<file path="config.mk">
export PLATFORM = sky130hd
export DESIGN_NAME = scp_back
export DESIGN_NICKNAME = d
export VERILOG_FILES = /design/src/scp_pkg.sv /design/src/scp_divider.sv /design/src/scp_back.sv
export SDC_FILE = /design/constraint.sdc
export NUM_CORES = 1
export LEC_CHECK = 0
export ABC_CLOCK_PERIOD_IN_PS = 15200
export BUFFER_PORTS_ARGS = -buffer_cell sky130_fd_sc_hd__buf_4
export CAP_MARGIN = 10
export CORE_UTILIZATION = 50
export CTS_CLUSTER_DIAMETER = 80
export DETAILED_ROUTE_END_ITERATION = 10
export PLACE_DENSITY = 0.69
export SYNTH_ARGS = -nofsm -noshare
export SYNTH_HDL_FRONTEND = slang
export SYNTH_HIERARCHICAL = 1
export SYNTH_SLANG_ARGS = --single-unit
</file>
<file path="constraint.sdc">
create_clock -name clk -period 15.2 [get_ports clk]
set_input_delay 1.52 -clock clk [delete_from_list [all_inputs] [get_ports clk]]
set_output_delay 1.52 -clock clk [all_outputs]
set_load 0.005 [all_outputs]
</file>
<file path="src/scp_pkg.sv">
// Shared constants and types for the segment collision points block.
// Used by every module of the block except scp_job_fifo; depends on nothing else.
package scp_pkg;

  // Default geometry of the coordinate and point formats.
  localparam int COORD_WIDTH_DEF = 16;
  localparam int FRAC_BITS_DEF   = 16;
  localparam int POINT_WIDTH     = 32;

  // Depth of the job queue between the front and back halves.
  localparam int JOB_QUEUE_DEPTH = 2;

  // Quotient bits the divider retires per cycle.
  localparam int DIV_BITS_PER_CYCLE = 2;

  // Bit positions of the endpoints in a collinear emit mask, in emit order.
  localparam int PT_B1 = 0;
  localparam int PT_B2 = 1;
  localparam int PT_A1 = 2;
  localparam int PT_A2 = 3;

  // Back half sequencer states.
  typedef enum logic [1:0] {
    BK_IDLE,
    BK_DIV,
    BK_EMIT
  } back_state_t;

  // Control part of a job: crossing or collinear, and which endpoints to emit.
  typedef struct packed {
    logic       is_cross;
    logic [3:0] mask;
  } job_ctl_t;

endpackage

</file>
<file path="src/scp_divider.sv">
// Floor divider of a signed numerator by a positive denominator, a few bits a cycle.
// Depends on scp_pkg for the bits retired per cycle.
module scp_divider #(
  parameter int PW = 53,
  parameter int XW = 36,
  parameter int QB = 34,
  parameter int FRAC_BITS = scp_pkg::FRAC_BITS_DEF
) (
  input  logic                 clk,
  input  logic                 rst,
  input  logic                 start,
  input  logic signed [PW-1:0] num,
  input  logic [XW-1:0]        den,
  output logic                 done,
  output logic signed [QB:0]   quot
);

  localparam int S  = scp_pkg::DIV_BITS_PER_CYCLE;
  localparam int N  = QB / S;
  localparam int RW = XW + 1;
  localparam int DV = PW + FRAC_BITS;
  localparam int CW = $clog2(N + 1);

  logic          busy;
  logic [CW-1:0] cnt;
  logic          neg;
  logic [RW-1:0] rem;
  logic [QB-1:0] dvd;
  logic [XW-1:0] den_r;

  logic [PW-1:0] mag;
  logic [DV-1:0] dividend;
  logic [RW-1:0] rem_step;
  logic [QB-1:0] dvd_step;

  // Scaled magnitude; its upper part is already below the denominator.
  assign mag      = num[PW-1] ? PW'(-num) : PW'(num);
  assign dividend = DV'(mag) << FRAC_BITS;
  assign done     = busy && (cnt == CW'(N - 1));

  // Restoring steps for one cycle.
  always_comb begin
    rem_step = rem;
    dvd_step = dvd;
    for (int i = 0; i < S; i++) begin
      rem_step = {rem_step[RW-2:0], dvd_step[QB-1]};
      dvd_step = {dvd_step[QB-2:0], 1'b0};
      if (rem_step >= RW'(den_r)) begin
        rem_step    = rem_step - RW'(den_r);
        dvd_step[0] = 1'b1;
      end
    end
  end

  always_ff @(posedge clk) begin
    if (rst) begin
      busy <= 1'b0;
      cnt  <= '0;
    end else if (start) begin
      busy <= 1'b1;
      cnt  <= '0;
    end else if (busy) begin
      busy <= !done;
      cnt  <= cnt + 1'b1;
    end
  end

  always_ff @(posedge clk) begin
    if (start) begin
      neg   <= num[PW-1];
      den_r <= den;
      rem   <= RW'(dividend >> QB);
      dvd   <= dividend[QB-1:0];
    end else if (busy) begin
      rem <= rem_step;
      dvd <= dvd_step;
    end
  end

  // Floor toward minus infinity for a negative numerator.
  assign quot = neg ? -((QB+1)'(dvd) + (QB+1)'(rem != '0)) : (QB+1)'(dvd);

endmodule

</file>
<file path="src/scp_back.sv">
// Back half: takes jobs from the queue, divides crossings and emits the points.
// Depends on scp_pkg and instantiates scp_divider twice.
module scp_back #(
  parameter int COORD_WIDTH = scp_pkg::COORD_WIDTH_DEF,
  parameter int FRAC_BITS   = scp_pkg::FRAC_BITS_DEF,
  parameter int PW          = 3 * COORD_WIDTH + 5,
  parameter int XW          = 2 * COORD_WIDTH + 4,
  parameter int QB          = 34
) (
  input  logic                                   clk,
  input  logic                                   rst,
  input  logic                                   job_valid,
  input  scp_pkg::job_ctl_t                      job_ctl,
  input  logic [8*COORD_WIDTH+2*PW+XW-1:0]       job_data,
  output logic                                   job_pop,
  input  logic                                   pop,
  output logic                                   empty,
  output logic signed [scp_pkg::POINT_WIDTH-1:0] point_x,
  output logic signed [scp_pkg::POINT_WIDTH-1:0] point_y,
  output logic                                   from_endpoint,
  output logic                                   last_point
);

  localparam int W  = COORD_WIDTH;
  localparam int OW = scp_pkg::POINT_WIDTH;

  scp_pkg::back_state_t state, state_next;

  logic signed [W-1:0] c [8];
  logic signed [W-1:0] jc [8];
  logic signed [PW-1:0] jpx, jpy;
  logic [XW-1:0]       jden;
  logic                is_cross;
  logic [3:0]          mask;
  logic                out_valid;
  logic                out_free;
  logic                out_load;
  logic                div_start;
  logic                div_done;
  logic signed [QB:0]  qx, qy;
  logic [3:0]          sel;
  logic                last;
  logic signed [W-1:0] ex, ey;

  assign {jc[0], jc[1], jc[2], jc[3], jc[4], jc[5], jc[6], jc[7], jpx, jpy, jden} = job_data;

  scp_divider #(.PW(PW), .XW(XW), .QB(QB), .FRAC_BITS(FRAC_BITS)) u_div_x (
    .clk(clk), .rst(rst), .start(div_start), .num(jpx), .den(jden),
    .done(div_done), .quot(qx)
  );

  scp_divider #(.PW(PW), .XW(XW), .QB(QB), .FRAC_BITS(FRAC_BITS)) u_div_y (
    .clk(clk), .rst(rst), .start(div_start), .num(jpy), .den(jden),
    .done(), .quot(qy)
  );

  // Lowest pending endpoint goes out first.
  assign sel      = mask & (~mask + 4'd1);
  assign last     = is_cross || ((mask & ~sel) == 4'b0000);
  assign out_free = !out_valid || pop;
  assign empty    = !out_valid;

  always_comb begin
    ex = c[6];
    ey = c[7];
    if (sel[scp_pkg::PT_B1]) begin
      ex = c[4];
      ey = c[5];
    end else if (sel[scp_pkg::PT_B2]) begin
      ex = c[6];
      ey = c[7];
    end else if (sel[scp_pkg::PT_A1]) begin
      ex = c[0];
      ey = c[1];
    end else if (sel[scp_pkg::PT_A2]) begin
      ex = c[2];
      ey = c[3];
    end
  end

  // Next state.
  always_comb begin
    state_next = state;
    case (state)
      scp_pkg::BK_IDLE: begin
        if (job_valid) state_next = job_ctl.is_cross ? scp_pkg::BK_DIV : scp_pkg::BK_EMIT;
      end
      scp_pkg::BK_DIV: begin
        if (div_done) state_next = scp_pkg::BK_EMIT;
      end
      scp_pkg::BK_EMIT: begin
        if (out_free && last) state_next = scp_pkg::BK_IDLE;
      end
      default: state_next = scp_pkg::BK_IDLE;
    endcase
  end

  // Sequencer outputs.
  always_comb begin
    job_pop   = 1'b0;
    div_start = 1'b0;
    out_load  = 1'b0;
    case (state)
      scp_pkg::BK_IDLE: begin
        job_pop   = job_valid;
        div_start = job_valid && job_ctl.is_cross;
      end
      scp_pkg::BK_EMIT: begin
        out_load = out_free;
      end
      default: begin
      end
    endcase
  end

  always_ff @(posedge clk) begin
    if (rst) begin
      state     <= scp_pkg::BK_IDLE;
      out_valid <= 1'b0;
    end else begin
      state <= state_next;
      if (out_load) begin
        out_valid <= 1'b1;
      end else if (pop) begin
        out_valid <= 1'b0;
      end
    end
  end

  // Job and result word registers.
  always_ff @(posedge clk) begin
    if (job_pop) begin
      c        <= jc;
      is_cross <= job_ctl.is_cross;
      mask     <= job_ctl.mask;
    end else if (out_load && !is_cross) begin
      mask <= mask & ~sel;
    end
    if (out_load) begin
      if (is_cross) begin
        point_x       <= (OW'(c[0]) << FRAC_BITS) + OW'(qx);
        point_y       <= (OW'(c[1]) << FRAC_BITS) + OW'(qy);
        from_endpoint <= 1'b0;
      end else begin
        point_x       <= OW'(ex) << FRAC_BITS;
        point_y       <= OW'(ey) << FRAC_BITS;
        from_endpoint <= 1'b1;
      end
      last_point <= last;
    end
  end

endmodule

</file>
==> results.sh <==
export IMPL_holdBufCountCts=0
export IMPL_io_buffers=346
export IMPL_drive_gt1_share_pct=13.6
export IMPL_avgSynthCellArea_um2=9.25
export IMPL_status="completed"
export IMPL_track_usage_pct=28.6
export IMPL_fmax_mhz=134
export IMPL_synth_nets=4104
export IMPL_wirelength_mm=98.8
export IMPL_layout_min_cycle_time_ns=7.44
export IMPL_final_area_um2=38200
export IMPL_die_area_um2=67100
export IMPL_die_w_um=259
export IMPL_vias_per_cell=5.99
export IMPL_place_congestion=0.963
export IMPL_slew_headroom_pct=21.5
export IMPL_grt_start_max_net_pins=140
export IMPL_firstDrtPassIters=6
export IMPL_min_path_type="reg2reg"
export IMPL_syn_area_um2=33000
export IMPL_p_comb_share_pct=63.6
export IMPL_cts_resized=0
export IMPL_worstSetupPathType="reg2reg"
export IMPL_critPathLaunchType="flip-flop"
export IMPL_core_area_um2=64800
export IMPL_cts_max_level=2
export IMPL_cts_sinks=430
export IMPL_irDropWorstVdd_uv=208
export IMPL_finalClockSkew_ns=0.0506
export IMPL_drc=0
export IMPL_place_area_um2=36300
export IMPL_dieHeight_um=259
export IMPL_grt_ovfl_total=0
export IMPL_row_count=93
export IMPL_first_global_vias=26300
export IMPL_power_frac_seq_pct=21.1
export IMPL_worst_ep_required_time_ns=15.69
export IMPL_syn2layout_area_growth_pct=15.6
export IMPL_clockRootBuffer="clkbuf_16"
export IMPL_fin_tns_setup_ns=0
export IMPL_crit_fanout=69
export IMPL_wl_per_cell_um=20.8
export IMPL_pre_cts_ws_ns=7.90
export IMPL_switching_share_pct=45.2
export IMPL_cts_setup_buffers=0
export IMPL_io_pins=347
export IMPL_clock_latency_ns=0.64
export IMPL_grt_pass1_wl_mm=150
export IMPL_antenna_left=0
export IMPL_p_leak_nw=15.8
export IMPL_rsz0062_at_grt="false"
export IMPL_antenna_found_initial=4
export IMPL_p_sw_mw=3.97
export IMPL_cts_tree="yes"
export IMPL_syn_inst=3571
export IMPL_post_route_period_util_pct=49.0
export IMPL_drv_slew=0
export IMPL_synth_warnings=6
export IMPL_worst_pin_slew_ns=1.18
export IMPL_p_clk_share_pct=15.3
export IMPL_powerDensity_nw_per_um2=230
export IMPL_drtIter0Drc=2620
export IMPL_critPathCaptureType="flip-flop"
export IMPL_start_util_pct=51.0
export IMPL_hold_viol=0
export IMPL_cp_arrival_ns=7.93
export IMPL_cap_violations=0
export IMPL_numCtsBuffers=52
export IMPL_layout_nets=4380
export IMPL_place_hpwl_mm=75.0
export IMPL_setup_slack_ns=7.76
export IMPL_vias=28500
export IMPL_max_clock_path_buffers=3
export IMPL_setup_viol=0
export IMPL_clk_pin_slew_ns=0.06
export IMPL_power_internal_mw=4.81
power by group through the flow:
stage	combinational (mW)	clock, mW	sequential (mW)
global placement	5.39	0	1.87
CTS	5.48	1.37	1.84
detailed placement	5.45	0	1.86
floorplan	4.30	0	1.78
global route	6.14	1.41	1.87
finish	5.59	1.35	1.85
cell type report:
type | count | area (um2)
antenna | 4 | 10.0
clock buffer | 63 | 1370
clock inverter | 35 | 483
fill | 5734 | 26600
inverter | 206 | 773
multi-input combinational | 2792 | 19300
sequential | 430 | 12400
tap | 855 | 1070
timing repair buffer | 365 | 2750
cell usage in the layout (no fill, tap or decap), types with 57 or more instances in the layout:
cell and instances:
buf_4 364, nor3_1 64, nor2_1 202, xnor2_1 181
inv_1 204, nand2_1 364, mux2i_1 159, edfxtp_1 379
a21oi_1 231, ha_1 248, o21ai_0 329, a21o_1 108
nand3_1 57, xor2_1 128
metrics by stage:
| stage | total power, mW | utilization, % | hold WS, ns | cells |
|---|---|---|---|---|
| after global placement | 7.26 | 56.1 | 0.484 | 4648 |
| after floorplan | 6.08 | - | 0.461 | 3571 |
| after global routing | 9.42 | 58.9 | 0.548 | 4750 |
| after CTS | 8.69 | 58.9 | 0.513 | 4746 |
| final | 8.79 | 58.9 | 0.508 | 4750 |
| after detailed placement | 7.31 | 56.1 | 0.496 | 4648 |
critical path, cell delays in order, from the launching register on:
cell and delay (ns):
edfxtp_1 0.42, inv_1 0.15, ha_1 0.29, nor2b_1 0.16, o31a_1 0.27, o31a_1 0.30, o21ai_0 0.35, a31oi_1 0.28
a21oi_4 0.17, buf_4 0.54, o21ai_0 0.29, ha_1 0.42, nand3_1 0.17, or4_1 0.58, a211oi_1 0.46, o311ai_0 0.29
a21oi_1 0.36, o31ai_1 0.14, nand2_1 0.12, a211o_2 0.89, mux2_2 0.43, a21oi_1 0.14
sequential cells by signal, summed over array words and instances (netlist names), 2 cells and up:
signal,cells
c,128
mask,4
point_x,32
point_y,32
state,2
u_div_x/cnt,5
u_div_x/den_r,36
u_div_x/dvd,34
u_div_x/rem,37
u_div_y/cnt,5
u_div_y/den_r,36
u_div_y/dvd,34
u_div_y/rem,37
worst paths after layout:
kind | startpoint | to | slack [ns] | depth (start not counted)
max | u_div_x/den_r[1]$_DFFE_PP_ | u_div_x/rem[1]$_DFFE_PP_ | 7.76 | 21
min | u_div_x/dvd[0]$_SDFFE_PP0P_ | u_div_x/dvd[2]$_SDFFE_PP0P_ | 0.51 | 2
max reg2reg | u_div_x/den_r[1]$_DFFE_PP_ | u_div_x/rem[1]$_DFFE_PP_ | 7.76 | 21
min reg2reg | u_div_x/dvd[0]$_SDFFE_PP0P_ | u_div_x/dvd[2]$_SDFFE_PP0P_ | 0.51 | 2
routing by layer:
metal	vias to the layer above	wire, um	share of wire, %	track usage [%]
met5	-	0	0	0
met4	0	2690	2.7	8.50
met3	151	7550	7.6	3.99
met2	1140	44200	45	45.0
met1	13400	44300	45	40.7
li1	13800	-	-	-
Note: power is estimated with default switching activity, not from simulation.
