[src/scp_job_fifo.sv]
// Small register queue that carries jobs from the front half to the back half.
// Generic in width and depth; no package dependency.
module scp_job_fifo #(
  parameter int WIDTH = 8,
  parameter int DEPTH = 2
) (
  input  logic             clk,
  input  logic             rst,
  input  logic             push,
  input  logic [WIDTH-1:0] push_data,
  output logic             full,
  input  logic             pop,
  output logic [WIDTH-1:0] pop_data,
  output logic             empty
);

  localparam int AW = (DEPTH > 1) ? $clog2(DEPTH) : 1;
  localparam int CW = $clog2(DEPTH + 1);

  logic [WIDTH-1:0] mem [DEPTH];
  logic [AW-1:0]    wr_ptr;
  logic [AW-1:0]    rd_ptr;
  logic [CW-1:0]    count;

  assign full     = (count == CW'(DEPTH));
  assign empty    = (count == '0);
  assign pop_data = mem[rd_ptr];

  // Pointer and fill bookkeeping.
  always_ff @(posedge clk) begin
    if (rst) begin
      wr_ptr <= '0;
      rd_ptr <= '0;
      count  <= '0;
    end else begin
      if (push && !full) begin
        wr_ptr <= (wr_ptr == AW'(DEPTH - 1)) ? '0 : wr_ptr + 1'b1;
      end
      if (pop && !empty) begin
        rd_ptr <= (rd_ptr == AW'(DEPTH - 1)) ? '0 : rd_ptr + 1'b1;
      end
      if ((push && !full) && !(pop && !empty)) begin
        count <= count + 1'b1;
      end else if (!(push && !full) && (pop && !empty)) begin
        count <= count - 1'b1;
      end
    end
  end

  // Storage write.
  always_ff @(posedge clk) begin
    if (push && !full) begin
      mem[wr_ptr] <= push_data;
    end
  end

endmodule

[config.mk]
export PLATFORM = sky130hd
export DESIGN_NAME = scp_job_fifo
export DESIGN_NICKNAME = d
export VERILOG_FILES = /design/src/scp_job_fifo.sv
export SDC_FILE = /design/constraint.sdc
export NUM_CORES = 1
export LEC_CHECK = 0
export BUFFER_PORTS_ARGS = -buffer_cell sky130_fd_sc_hd__buf_4
export CORE_MARGIN = 8
export CORE_UTILIZATION = 48
export CTS_CLUSTER_DIAMETER = 120
export DETAILED_ROUTE_END_ITERATION = 10
export PLACE_DENSITY = 0.74
export SYNTH_ARGS = -nofsm -noshare
export SYNTH_HDL_FRONTEND = slang
export SYNTH_SLANG_ARGS = --single-unit
[constraint.sdc]
create_clock -name clk -period 1.6 [get_ports clk]
set_input_delay 0.08 -clock clk [delete_from_list [all_inputs] [get_ports clk]]
set_output_delay 0.08 -clock clk [all_outputs]
set_load 0.1 [all_outputs]
==> metrics list, run 1 <==
- Worst-path cell chain: nor2b_4 > nor2_1 > ha_1 > or3_1 > a21oi_2
- Setup total negative slack on the finished layout was measured at 0 ns.
- The die is 56.7 um tall.
- The initialized floorplan defines 14 standard-cell rows.
* Met1 wire length: 576 um
- In this design, the stage delay of the slowest critical-path cell is 0.37 ns.
* First drt pass iteration count: 4
- The flow ran to the end, and the final reports show no timing, DRC or antenna violations.
- Wire length of the first global-routing pass: 2230 um
- TritonCTS buffer count: 3
- For this run, the number of standard cells in the final layout without fillers is 99.
- Worst Path Max Fanout: 5
- Maximum number of pins on one net before global-route repair: 12
- Once the clock tree was built, the setup fixing pass inserted 0 buffers.
- Fraction of layout instances using a drive strength above 1: 0.446
* Total gr overflow: 0
* Die area: 0.00321 mm^2
- The tree is rooted in a sky130_fd_sc_hd__clkbuf_4.
* Clock tree skew after final layout: 0.00354 ns
- Initial antenna violation count: 0
* Yosys warning total: 0
* Final setup violation count: 0
- Fraction of the core area covered by cells at the end of the flow: 0.718
* Area of the core: 0.00152 mm^2
- The startpoint identified for the worst hold timing path is push.
- In this run the worst hold path is classified as in2reg.
- The setup path with the least slack is of type reg2reg.
- CTS H-tree lvls: 1
- Total GRT Usage: 0.0887
- Final count of hold timing violations: 0
* I/O pin cnt: 22
- The slowest stage of the critical path belongs to the cell sky130_fd_sc_hd__dfxtp_2.
- After detailed routing, the average wire length per cell comes to 14.2 um.
- Yosys cell types: 13
* Kind of start point of the critical path: flop
* Seq/Total Area, Yosys: 0.732
- Detailed routing placed a total of 74 um of wire on met3.
* Length of routed met2 wiring: 737 um
- Synthesis-stage register bit count: 21
- Clock tree from TritonCTS: yes
- In this run, placement finished with an instance count of 86.
- Worst reg2reg path endpoint: count[1]
- Worst Max-Slew Pin Slew: 0.396 ns
- The later pin in the worst-skew pair is clocked with a latency of 0.29 ns.
* Top layer used by detailed routing: met4
- Period minus WS final: 1.50 ns
- Static timing analysis puts the maximum clock frequency at 0.665 GHz.
* Data required time at the worst endpoint: 1.83 ns
- Initial standard-cell utilization of the core: 0.521
- Number of global-route vias before repair: 509
- The worst hold path passes through 4 cells.
* CTS sink count: 21
- In this run the cell area of the synthesized design comes to 793 um^2.
- After clock tree synthesis, the clock-pin slew on the worst setup and hold paths is 0.11 ns.
- Each instance of the synthesized netlist takes up on average 15.9 um^2.
- Largest buffer count on any clock path: 2
- STA classifies the critical path endpoint as a flop.
- Relative to the synthesized area, the layout overhead comes to 38.0%.
* Worst reg2reg path startpoint: count[1]
* Worst-case headroom to the max-slew limit: 0.736
- Remaining number of nets flagged by the antenna check after routing: 0
- The die is 56.7 um wide.
- The final route contains 496 vias.
- Logic depth of the worst register-to-register path: 5
* Diode count: 0
- The setup check on the worst reg-to-reg path leaves a slack of 0.1 ns.
- Final layout net count: 97
- After detailed routing, the number of remaining DRC violations is 0.
- The worst hold path terminates at wr_ptr.
* Via density: 5.01
- Total of max-cap violations: 0
- The number of nets in the synthesized netlist is 63.
- At the worst endpoint, the arrival time is 1.73 ns.
- During placement, the flow inserted port buffers numbering 21.
- In the synthesized netlist, the number of instances is 50.
- Overall routed net length: 1400 um
* Post-DP HPWL: 968 um
* Ratio of final minimum period to clock period: 0.939
* Setup repair after global routing missed its margin: no
- Number of DRC violations after detailed-routing iteration 0: 16
* GPL Wtd Cong: 0.720
* Number of slew-limit violations in the final report: 0
[worst max-delay path: cells and delay by family (launching register included)]
kind                     cells  cell delay [ns]
flip-flops                   1             0.37
adder cells (fa/ha/maj)      1             0.33
AO/OA/AOI/OAI                1             0.13
AND/OR/NAND/NOR              3             0.61
[cell families (layout without fill, tap and decap cells)]
group | count (synthesis) | in the layout | synth area share
xor+xnor | 3 | 3 | 0.0331
flops | 21 | 21 | 0.732
mux | 8 | 8 | 0.114
fa+ha+maj | 1 | 1 | 0.0158
compound gates | 5 | 5 | 0.0315
simple gates | 9 | 9 | 0.0584
buf+inv | 3 | 36 | 0.0158
[what timing repair did]
item,CTS,global route
hold buffers,9,0
endpoints found under the setup margin,0,4
hold endpoints to repair,21,0
gates resized for setup,0,3
[stage by stage]
stage,hold WS (ns),instance area (um^2),setup WS [ns]
after global routing,0.225,1090,0.0127
after detailed placement,0.268,973,0.0802
final,0.171,1090,0.0973
after global placement,0.265,973,0.145
after CTS,0.167,1090,0.0234
after floorplan,0.142,801,-0.270
[synthesized netlist by cell type]
cell,number,area (um^2)
sky130_fd_sc_hd__a21oi_1,2,10.0
sky130_fd_sc_hd__and2_1,1,6.26
sky130_fd_sc_hd__buf_2,1,5.00
sky130_fd_sc_hd__dfxtp_1,5,100
sky130_fd_sc_hd__edfxtp_1,16,480
sky130_fd_sc_hd__ha_1,1,12.5
sky130_fd_sc_hd__inv_1,2,7.51
sky130_fd_sc_hd__mux2_2,8,90.1
sky130_fd_sc_hd__nor2_1,5,18.8
sky130_fd_sc_hd__nor2b_2,1,8.76
sky130_fd_sc_hd__o21ai_0,3,15.0
sky130_fd_sc_hd__or3_1,2,12.5
sky130_fd_sc_hd__xor2_1,3,26.3
[layout by cell type, fill, tap and decap left out]
master | Yosys | routed
sky130_fd_sc_hd__o21ai_1 | 0 | 1
sky130_fd_sc_hd__mux2_2 | 8 | 8
sky130_fd_sc_hd__or3_1 | 2 | 2
sky130_fd_sc_hd__dfxtp_1 | 5 | 2
sky130_fd_sc_hd__buf_4 | 0 | 21
sky130_fd_sc_hd__xor2_1 | 3 | 3
sky130_fd_sc_hd__and2_1 | 1 | 1
sky130_fd_sc_hd__clkbuf_4 | 0 | 3
sky130_fd_sc_hd__ha_1 | 1 | 1
sky130_fd_sc_hd__o21ai_0 | 3 | 2
sky130_fd_sc_hd__dfxtp_2 | 0 | 3
sky130_fd_sc_hd__clkbuf_1 | 0 | 1
sky130_fd_sc_hd__nor2_1 | 5 | 5
sky130_fd_sc_hd__a21oi_1 | 2 | 1
sky130_fd_sc_hd__dlygate4sd3_1 | 0 | 9
sky130_fd_sc_hd__a21oi_2 | 0 | 1
sky130_fd_sc_hd__nor2b_4 | 0 | 1
sky130_fd_sc_hd__edfxtp_1 | 16 | 16
sky130_fd_sc_hd__inv_1 | 2 | 2
[layout make-up]
class / count / area, um^2
clock buffer: 4 / 26.3
fill: 111 / 429
inverter: 2 / 7.51
multi-input combinational: 26 / 209
sequential: 21 / 584
tap: 16 / 20.0
timing repair buffer: 30 / 248
[how the worst max path moves through the flow]
stage,startpoint,cells past startpoint,end
2_1_floorplan,count[1],5,count[1]
3_3_place_gp,count[0],4,count[1]
3_5_place_dp,count[0],4,count[1]
4_1_cts,flop,2,pop_data[7]
5_1_grt,count[1],6,count[1]
6_report,count[1],5,count[1]
[layer usage]
layer,vias up,global-route usage
li1,247,-
met1,236,0.0938
met2,11,0.150
met3,2,0.0270
met4,0,0.0515
met5,-,0
[registers in the layout (all words and copies together) (netlist names), named ones only]
signal,flops
mem,16
count,2
rd_ptr,1
wr_ptr,1
Power of run 1 is not shown: default switching activity piles up to over one toggle a cycle in this logic, so the estimate is an artifact.
==> run 2: changes to the inputs <==
--- a/config.mk
+++ b/config.mk
@@ -6,6 +6,7 @@
 export NUM_CORES = 1
 export LEC_CHECK = 0
 export BUFFER_PORTS_ARGS = -buffer_cell sky130_fd_sc_hd__buf_4
+export CORE_ASPECT_RATIO = 0.9
 export CORE_MARGIN = 8
 export CORE_UTILIZATION = 48
 export CTS_CLUSTER_DIAMETER = 120
==> run 2 against run 1 <==
Net effect: final cell count grew 8.1%; register-to-register slack gained 0.02 ns; setup slack gained 0.023 ns; count of clock-buffer cells in the layout is the same; core utilization shrank 3.5 points; flip-flop and latch count is the same; critical path depth is the same.
==> metrics list, run 2 (synthesis results as in run 1) <==
- The total count of hold-check failures in the final report is 0 (unchanged).
- The largest registers in the layout are mem: 16 flops, count: 2 flops.
- Synthesis-to-layout area growth: 38.8%
- Clock latency on the worst-skew pair: 0.28 ns (about the same)
* Final layout net count: 97 (unchanged)
- The buffer levels on the longest clock path came to 2 (unchanged).
* Worst Path Max Fanout: 5 (unchanged)
* Setup repair after global routing missed its margin: no
- Register area: 584 um^2 (unchanged)
- The die height is 54.6 um (-3.7%).
- The transition time at the pin with the least slew margin was 0.380 ns (-0.0166 ns).
- The count of unresolved DRC violations after routing came to 0 (unchanged).
- Total gr overflow: 0 (unchanged)
* Clock tree skew after final layout: 0.00471 ns (+0.00117 ns)
* Standard cell with the maximum stage delay on the critical path: sky130_fd_sc_hd__dfxtp_2
- The max-slew violation total from the final report is 0 (unchanged).
- Post-CTS clock slew at the launch and capture registers of the worst setup and hold paths: 0.10 ns (about the same)
* Initial antenna violation count: 0 (unchanged)
* Run status: finished clean
* Final routed wire length divided by cell count: 12.1 um (-15%)
* Number of flip-flops in the largest register: 16 (unchanged)
- Final setup violation count: 0 (unchanged)
* First drt pass iteration count: 4 (unchanged)
- The pin count of the biggest net entering global routing is 12 (unchanged).
- Max stage delay on crit path: 0.37 ns (about the same)
- Total of max-cap violations: 0 (unchanged)
- The fraction of the cycle the final worst path needs came to 0.925 (-0.0145).
- Critical Path AT: 1.70 ns (-0.03 ns)
* Combined area of the multi-input logic cells: 205 um^2 (-1.8%)
- The number of cell rows came to 14 (unchanged).
* Clock tree from TritonCTS: yes
- The worst slew margin relative to its limit is 0.747 (+0.0110).
- Reg-to-reg setup timing slack: 0.12 ns (+0.02 ns)
- The initial standard-cell utilization of the core is 0.492 (-0.0283).
- CTS H-tree lvls: 1 (unchanged)
- The last weighted congestion value of the routability-driven placer was 0.766 (+6.4%).
- Area of the core: 0.00161 mm^2 (+5.7%)
- Number of global-route vias before repair: 487 (-4.3%)
* Worst Path Class, Setup: reg2reg
- The TritonCTS buffer count came to 3 (unchanged).
* Worst-path cell chain: nor2b_4 > nor2_1 > ha_1 > or3_1 > a21oi_1
- The setup slack after placement came to 0.0777 ns (-0.00244 ns).
- The end-of-flow core utilization was 0.683 (-0.0352).
* Overall routed net length: 1290 um (-8.0%)
* Final Hold Slack: 0.165 ns (-0.00515 ns)
- Filler Cells Inserted: 130 (+17%)
- The tree is rooted in a sky130_fd_sc_hd__clkbuf_4.
- Class of the most critical hold timing path: in2reg
- The total die area was 0.00321 mm^2 (about the same).
- The required time at the worst-slack endpoint came to 1.82 ns (about the same).
- Top delay family on crit path: simple AND/OR/NAND/NOR gates
* CTS sink count: 21 (unchanged)
- The number of vias per cell after detailed routing is 4.55 (-9.2%).
- Final sum of negative setup slack: 0 ns (unchanged)
- STA classifies the critical path endpoint as a flop.
- Wire length of the first global-routing pass: 2030 um (-9.0%)
* Diode count: 0 (unchanged)
- Register with the most flip-flops: mem
* Most common cell after layout, fill and taps aside: sky130_fd_sc_hd__buf_4
- Kind of start point of the critical path: flop
- In the layout the commonest cells are 21 x sky130_fd_sc_hd__buf_4, 16 x sky130_fd_sc_hd__edfxtp_1, 9 x sky130_fd_sc_hd__dlygate4sd3_1, 8 x sky130_fd_sc_hd__mux2_2, 5 x sky130_fd_sc_hd__nor2_1.
- Critical path buffer and inverter count: 0 (unchanged)
- The setup slack of the critical path after layout was 0.120 ns (+0.0231 ns).
- The total of buffers placed on input and output ports was 21 (unchanged).
* Count of vias placed by the detailed router: 487 (-1.8%)
* Total GRT Usage: 0.0901 (+0.00140)
- Number of DRC violations after detailed-routing iteration 0: 10 (-6)
* Upper clock frequency limit: 0.676 GHz (+1.6%)
* Fraction of layout instances using a drive strength above 1: 0.434 (-0.0120)
- Period minus WS final: 1.48 ns (-0.0231 ns)
- The die boundary width was 58.9 um (+3.9%).
- The post-CTS setup buffer count is 0 (unchanged).
- The number of top-level pins is 22 (unchanged).
- Remaining number of nets flagged by the antenna check after routing: 0 (unchanged)
-- run 2: cell counts in the layout (fill, tap and decap cells not counted) --
No cell type changed its count.
-- run 2: what timing repair did --
action | 4_1_cts | 5_1_grt
setup endpoints to repair | 0 | 9
hold buffers | 9 | 0
resized for setup | 0 | 2
endpoints found under the hold margin | 21 | 0
-- run 2: worst paths after layout --
path	end	depth (start not counted)	startpoint
max reg2reg	count[1]	5	count[1]
min reg2reg	wr_ptr	2	wr_ptr
max	count[1]	5	count[1]
min	wr_ptr	4	push
-- run 2: stage by stage --
step                area (um^2)  cells
detailed placement          983     94
floorplan                   801     50
CTS                        1100    107
global placement            983     94
finish                     1100    107
global route               1100    107
-- run 2: area by class of cell --
| cell class | instances | area share |
|---|---|---|
| Multi-Input combinational cell | 26 | 0.186 |
| Tap cell | 24 | 0.0273 |
| Clock buffer | 4 | 0.0239 |
| Timing Repair Buffer | 30 | 0.225 |
| Sequential cell | 21 | 0.531 |
| Inverter | 2 | 0.00682 |
-- run 2: worst min-delay path: cells and delay by family --
kind / cells / cell delay, ns
buffers and inverters: 2 / 0.11
AOI/OAI and AO/OA: 2 / 0.21
-- run 2: layer usage --
metal	vias up	track usage	part of all wire
met3	2	0.0446	0.070
met5	-	0	0
li1	250	-	-
met4	0	0.0595	0.0093
met1	226	0.0824	0.39
met2	9	0.159	0.53
Power of run 2 is left out for the same reason.
